<file path="config.mk">
export PLATFORM = sky130hd
export DESIGN_NAME = hma_slack_unit
export DESIGN_NICKNAME = d
export VERILOG_FILES = /design/src/sv/hma_pkg.sv /design/src/sv/hma_slack_unit.sv
export SDC_FILE = /design/constraint.sdc
export NUM_CORES = 1
export LEC_CHECK = 0
export BUFFER_PORTS_ARGS = -buffer_cell sky130_fd_sc_hd__buf_2
export CORE_MARGIN = 10
export CORE_UTILIZATION = 54
export DETAILED_ROUTE_END_ITERATION = 8
export PLACE_DENSITY = 0.87
export SYNTH_ARGS = -nofsm -noshare
export SYNTH_HDL_FRONTEND = slang
export SYNTH_SLANG_ARGS = --single-unit
</file>
<file path="constraint.sdc">
create_clock -name clk -period 5.7 [get_ports clk]
set_input_delay 1.14 -clock clk [delete_from_list [all_inputs] [get_ports clk]]
set_output_delay 1.14 -clock clk [all_outputs]
set_load 0.1 [all_outputs]
</file>
<file path="src/sv/hma_pkg.sv">
// ----------------------------------------------------------------------------
// hma_pkg
// Shared types and fixed constants of the max-weight assignment unit.
// ----------------------------------------------------------------------------
`default_nettype none

package hma_pkg;

	// Fixed field widths of the streaming and configuration ports
	localparam int SIZE_BITS    = 5;
	localparam int IDX_BITS     = 4;
	localparam int IN_DATA_BITS = 16;

	// Sequencer states
	typedef enum logic [4:0] {
		ST_LOAD,
		ST_SINIT,
		ST_PINIT,
		ST_PSTART,
		ST_NRD,
		ST_NCHK,
		ST_ROWPOT,
		ST_SCAN,
		ST_DRAIN,
		ST_U0,
		ST_U1,
		ST_U2,
		ST_G0,
		ST_G1,
		ST_G2,
		ST_INV0,
		ST_INV1,
		ST_OUT0,
		ST_OUT1
	} hma_state_t;

	// Control that travels with one column read into the slack unit
	typedef struct packed {
		logic valid;
		logic visited;
	} hma_ctl_t;

endpackage

`default_nettype wire

</file>
<file path="src/sv/hma_slack_unit.sv">
// ----------------------------------------------------------------------------
// hma_slack_unit
// Two-stage reduced-cost and slack update with running minimum tracking.
// ----------------------------------------------------------------------------
`default_nettype none

module hma_slack_unit
	import hma_pkg::*;
#(
	parameter int WB = 16,
	parameter int SW = 26,
	parameter int CW = 5
) (
	input  wire logic                 clk,
	input  wire logic                 arst_n,
	input  wire logic                 clear,
	input  wire hma_ctl_t             ctl,
	input  wire logic [CW-1:0]        col,
	input  wire logic [WB-1:0]        largest,
	input  wire logic [WB-1:0]        weight,
	input  wire logic signed [SW-1:0] urow,
	input  wire logic signed [SW-1:0] colpot,
	input  wire logic signed [SW-1:0] slack,
	output logic                      slack_we,
	output logic [CW-1:0]             wcol,
	output logic signed [SW-1:0]      wslack,
	output logic signed [SW-1:0]      delta,
	output logic [CW-1:0]             next_col,
	output logic                      busy
);

	localparam logic signed [SW-1:0] INF = {1'b0, {(SW-1){1'b1}}};

	hma_ctl_t               ctl_s2;
	logic [CW-1:0]          col_s2;
	logic signed [SW-1:0]   c_s2;
	logic signed [SW-1:0]   slack_s2;
	logic signed [SW-1:0]   cost_s1;
	logic signed [SW-1:0]   delta_q;
	logic [CW-1:0]          next_q;
	logic                   lt;
	logic signed [SW-1:0]   nslack;
	logic                   take;

	// Reduced cost: largest - weight - u[row] - v[col]
	assign cost_s1 = $signed({{(SW-WB){1'b0}}, largest})
		- $signed({{(SW-WB){1'b0}}, weight}) - urow - colpot;

	always_ff @(posedge clk or negedge arst_n) begin
		if (!arst_n) begin
			ctl_s2 <= '0;
		end else begin
			ctl_s2 <= ctl;
		end
	end

	always_ff @(posedge clk) begin
		col_s2   <= col;
		c_s2     <= cost_s1;
		slack_s2 <= slack;
	end

	always_comb begin
		lt       = c_s2 < slack_s2;
		nslack   = lt ? c_s2 : slack_s2;
		slack_we = ctl_s2.valid && !ctl_s2.visited && lt;
		take     = ctl_s2.valid && !ctl_s2.visited && (nslack < delta_q);
		wcol     = col_s2;
		wslack   = c_s2;
		delta    = delta_q;
		next_col = next_q;
		busy     = ctl_s2.valid;
	end

	// Hold the smallest slack; strict compare keeps the lowest column on ties
	always_ff @(posedge clk or negedge arst_n) begin
		if (!arst_n) begin
			delta_q <= INF;
			next_q  <= '0;
		end else if (clear) begin
			delta_q <= INF;
			next_q  <= '0;
		end else if (take) begin
			delta_q <= nslack;
			next_q  <= col_s2;
		end
	end

endmodule

`default_nettype wire

</file>
## After elaboration in Yosys (flattened, before gate mapping)

Cells that the tools add are included.

| storage, ports and cells | value |
|---|---|
| output and inout port bits | 64 |
| logic and storage cells | 22 |
| flip-flop bits (word level) | 90 |
| bits of input ports | 120 |

| cells by class | value |
|---|---|
| order comparisons | 2 |
| mux-type cells | 5 |
| add/subtract/negate cells | 3 |
| reductions and logical operators | 5 |

Operators by type and width:

| kind | count |
|---|---|
| 2-to-1 mux 26 bit | 3 |
| less-than comparator 26 bit | 2 |
| subtractor 17 x 26 -> 26 bit | 1 |
| subtractor 26 bit | 1 |
| subtractor 16 x 16 -> 17 bit | 1 |
| 2-to-1 mux 5 bit | 2 |
| logical AND 1 bit | 3 |
| nonzero test 2 bit | 1 |
| logical NOT 1 bit | 1 |

## Logic depth before layout (Yosys ltp)

| logic depth | value |
|---|---|
| depth after elaboration | 6 |
| mapped depth | 22 |
| gate-level depth less buffers | 22 |

## Least setup slack after synthesis

OpenSTA, ideal clock, no wires.

| path | value |
|---|---|
| path type | input port to flip-flop |
| start point | in largest[0] |
| end point | reg c_s2[25] (netlist: wslack[25]) |
| data arrival time | 5597 ps |
| setup time | 127 ps |
| slack | -24 ps |
| required time | 5573 ps |
| path buffers | 0 |
| stages on the path | 22 |
| cell sequence | inv_1 -> ha_1 -> inv_1 -> fa_1 -> a21o_1 -> a21oi_1 -> o21ai_0 -> nand4_1 -> a31oi_1 -> o41a_1 -> a21oi_1 -> o21ba_2 -> fa_1 -> ha_1 -> and4_1 -> a221o_1 -> a221oi_1 -> o31ai_1 -> a21o_1 -> a21oi_1 -> xnor2_1 -> xnor2_1 |

| on the way | value |
|---|---|
| word-level cells in the longest chain between the ends | 3 |

RTL lines:

| item | RTL line | source |
|---|---|---|
| start, declared | hma_slack_unit.sv:19 | `input wire logic [WB-1:0] largest,` |
| subtractor 16 x 16 -> 17 bit | hma_slack_unit.sv:47 | `- $signed({{(SW-WB){1'b0}}, weight}) - urow - colpot;` |
| subtractor 17 x 26 -> 26 bit | hma_slack_unit.sv:47 |  |
| subtractor 26 bit | hma_slack_unit.sv:47 |  |
| named net cost_s1[25] | hma_slack_unit.sv:38 | `logic signed [SW-1:0] cost_s1;` |
| end signal, assigned | hma_slack_unit.sv:59 | `c_s2 <= cost_s1;` |
| end, declared | hma_slack_unit.sv:36 | `logic signed [SW-1:0] c_s2;` |

The timed path passes the listed nets, and every way through them passes these cells.
A chain may end at the register's enable or synchronous reset.

## Worst setup path after layout

Ends and elaborated chain as after synthesis.

==> flow_metrics.env <==
export IMPL_status="complete, no violations"
export IMPL_required_ns=5.97
export IMPL_die_h_um=133
export IMPL_p_leak_nw=4.49
export IMPL_synthDistinctLibCells=57
export IMPL_power_frac_seq_pct=19.6
export IMPL_hp_class="reg -> reg"
export IMPL_slowest_stage="fa_1"
export IMPL_h_tree_depth=3
export IMPL_synthTopCellsByCount="inv_1 (133), ha_1 (91), nor2_1 (81)"
export IMPL_wire_per_inst_um=14.7
export IMPL_multiInputGateArea_um2=4360
export IMPL_clkTransAtPathRegs_ns=0.06
export IMPL_ys_ff_latch=90
export IMPL_setup_violations=0
export IMPL_synth_flop_cell="dfxtp_1"
export IMPL_syn_area_um2=6890
export IMPL_grt_remaining_overflow=0
export IMPL_synth_most_common_cell="inv_1"
export IMPL_yosysSeqAreaShare_pct=29.0
export IMPL_portBuffers=183
export IMPL_path_buf_inv=3
export IMPL_cap_violations=0
export IMPL_antenna_found_initial=3
export IMPL_clkPwrFrac_pct=11.9
export IMPL_p_int_mw=2.33
export IMPL_insertion_delay_ns=0.34
export IMPL_ctsHoldBuffers=0
export IMPL_numClockSinks=90
export IMPL_die_x_um=133
export IMPL_worst_pin_slew_ns=0.838
export IMPL_r2r_setup_slack_ns=0.37
export IMPL_dr_total_vias=5832
export IMPL_die_area_um2=17700
export IMPL_start_util_pct=54.8
export IMPL_yosys_area_top_type="dfxtp_1"
export IMPL_gp_congestion=0.889
export IMPL_ys_warnings_count=0
export IMPL_hold_viol_final=0
export IMPL_period_minus_slack_ns=5.40
export IMPL_synth_net_count=997
export IMPL_clockRootBuffer="clkbuf_16"
export IMPL_max_stage_delay_ns=0.42
export IMPL_cts_buffers_inserted=9
export IMPL_p_sw_mw=2.76
export IMPL_firstDrtPassIters=5
export IMPL_critical_path_class="in -> reg"
export IMPL_grt_pass1_vias=6114
export IMPL_setup_tns_ns=0
export IMPL_nets=1202
export IMPL_nFillCells=1004
export IMPL_grt_pass1_wl_mm=27.9
export IMPL_cts_buffer_depth=2
export IMPL_fin_crit_sh_pct=94.8
export IMPL_postRouteAntennaNets=0
export IMPL_crit_reg2reg_launch="slack_s2[25]"
export IMPL_dp_hpwl_mm=14.3
export IMPL_cp_max_fo=3
export IMPL_cts_resized=0
export IMPL_start_kind="input pin"
export IMPL_routed_wl_mm=16.8
export IMPL_routed_via_density=5.10
export IMPL_finalMaxSlewViolations=0
export IMPL_critPathMostFrequentCell="a21oi_2"
export IMPL_synth_enable_flop_cells=0
export IMPL_reg2reg_to="delta[21]"
export IMPL_num_rows=41
export IMPL_ir_drop_mv=0.242
export IMPL_cts_tree="yes"
export IMPL_seq_area_um2=2000
export IMPL_grt_setup_unrepaired="no"
export IMPL_core_area_um2=12600
export IMPL_fmax_mhz=185
export IMPL_fin_skew_ns=0.00831
export IMPL_min_to="next_col[3]"
export IMPL_power_density_nw_per_um2=599
export IMPL_combinationalPowerShare_pct=68.6
export IMPL_post_cts_buffers=0
export IMPL_rr_worst_depth=21
export IMPL_critPathCaptureType="register"
export IMPL_gr_usage_all_layers_pct=18.9
export IMPL_initialDrtViolationCount=197
export IMPL_drc_errors=0
export IMPL_synthTopCellsByArea="dfxtp_1 (17%), ha_1 (17%), dfstp_2 (9.5%)"
export IMPL_cp_cell_sequence="buf_2 > inv_1 > ha_1 > inv_1 > fa_1 > a21o_1 > a21oi_2 > o21ai_1 > nand4_1 > a31oi_1 > o41a_1 > a21oi_2 > o21ba_4 > fa_1 > ha_1 > and4_1 > a221o_1 > a221oi_2 > o31ai_2 > a21o_1 > a21oi_2 > xnor2_1 > xnor2_1"
export IMPL_avgSynthCellArea_um2=9.06
export IMPL_drive_gt1_share_pct=29.6
export IMPL_syn_inst=760
export IMPL_p_sw_share_pct=54.2
export IMPL_arrival_ns=5.67
export IMPL_num_io_pins=184
export IMPL_synthArstFlopShare_pct=36.7
export IMPL_synth_top_cell_area_share_pct=16.6
export IMPL_slew_headroom_pct=44.2
export IMPL_whs_path_depth=2
export IMPL_area_growth_pct=23.2
export IMPL_hp_start="wcol[3]"
export IMPL_grt_max_degree=52
export IMPL_cp_top_family="compound AO/OA/AOI/OAI gates"
export IMPL_hold_slack_ns=0.461
## final cells by class
cell class	instances	share of cell area (%)
Multi-Input combinational cell	524	51.3
Sequential cell	90	23.5
Inverter	133	5.88
Clock buffer	13	3.08
Antenna cell	1	0.0295
Clock inverter	3	0.531
Tap cell	172	2.54
Timing Repair Buffer	207	13.1
## cell usage in the layout (no fill, tap or decap), types with 6 or more instances in the layout
cell type / count
buf_2: 183
inv_1: 133
ha_1: 91
nor2_1: 81
dfxtp_1: 57
a21oi_1: 37
nand2_1: 31
mux2i_1: 30
xnor2_1: 26
fa_1: 26
dfstp_2: 25
mux2_2: 24
o21ai_0: 23
buf_4: 23
a21o_1: 16
nand3_1: 15
nor3_1: 10
o21a_1: 10
clkbuf_16: 10
xor2_1: 8
dfrtp_1: 8
nand4_1: 7
nor2b_1: 7
o21bai_1: 7
nand2b_1: 6
## worst max path at each step
stage                           from  cells after the start         end
after floorplan           largest[0]                     22  wslack[25]
after global placement    largest[0]                     23  wslack[25]
after detailed placement  largest[0]                     23  wslack[25]
after CTS                 largest[0]                     23  wslack[25]
after global routing      largest[0]                     24  wslack[25]
final                     largest[0]                     23  wslack[25]
## layer usage
layer,GRT usage (%),vias up,part of all wire [%]
met3,5.07,26,6.2
met1,21.8,2662,44
met4,6.85,4,1.7
met5,0,-,0.14
li1,-,2986,-
met2,32.7,154,48
## power groups by stage
stage | logic, mW | clock network [mW] | registers (mW)
after detailed placement | 3.44 | 0 | 1.00
after floorplan | 1.60 | 0 | 2.16
after CTS | 3.47 | 0.615 | 0.993
after global placement | 3.39 | 0 | 0.995
after global routing | 3.76 | 0.641 | 1.02
final | 3.48 | 0.603 | 0.995
## cells by family after synthesis
kind of cell	synth area share, %
adder cells (fa/ha/maj)	24.1
AO/OA/AOI/OAI	13.3
multiplexers	8.28
AND/OR/NAND/NOR	12.1
buffers and inverters	8.74
XOR/XNOR	4.45
flip-flops	29.0
## flip-flops by register name (all words and copies together) (netlist names)
register and flops:
ctl_s2 1, wcol 5, wslack 26, slack_s2 26, next_col 5, busy 1
delta 26
## metrics by stage
stage / cell area, um2 / util [%] / setup slack (ns) / total power [mW] / std cells
6_report: 8490 / 67.5 / 0.297 / 5.08 / 1143
5_1_grt: 8480 / 67.5 / 0.0138 / 5.42 / 1142
4_1_cts: 8430 / 67.1 / 0.0172 / 5.08 / 1142
2_1_floorplan: 6900 / - / 0.0341 / 3.76 / 760
3_3_place_gp: 8130 / 64.6 / -0.182 / 4.39 / 1126
3_5_place_dp: 8130 / 64.6 / -0.324 / 4.45 / 1126
## worst register-to-register path, cell delays in order (launching register included)
cell      delay, ns
dfxtp_1        0.33
inv_1          0.06
ha_1           0.42
nand4_2        0.17
nor4_2         0.39
nand4_1        0.19
a21oi_2        0.22
nor2_1         0.11
xnor2_2        0.15
buf_4          0.31
mux2_2         0.42
ha_1           0.30
a21o_1         0.16
a21o_1         0.16
a21oi_1        0.15
o21ai_0        0.10
a21oi_1        0.15
o211ai_1       0.11
o31ai_1        0.38
and3_2         0.47
buf_4          0.26
mux2i_1        0.21
No activity file was read; power rests on OpenSTA's default activity.
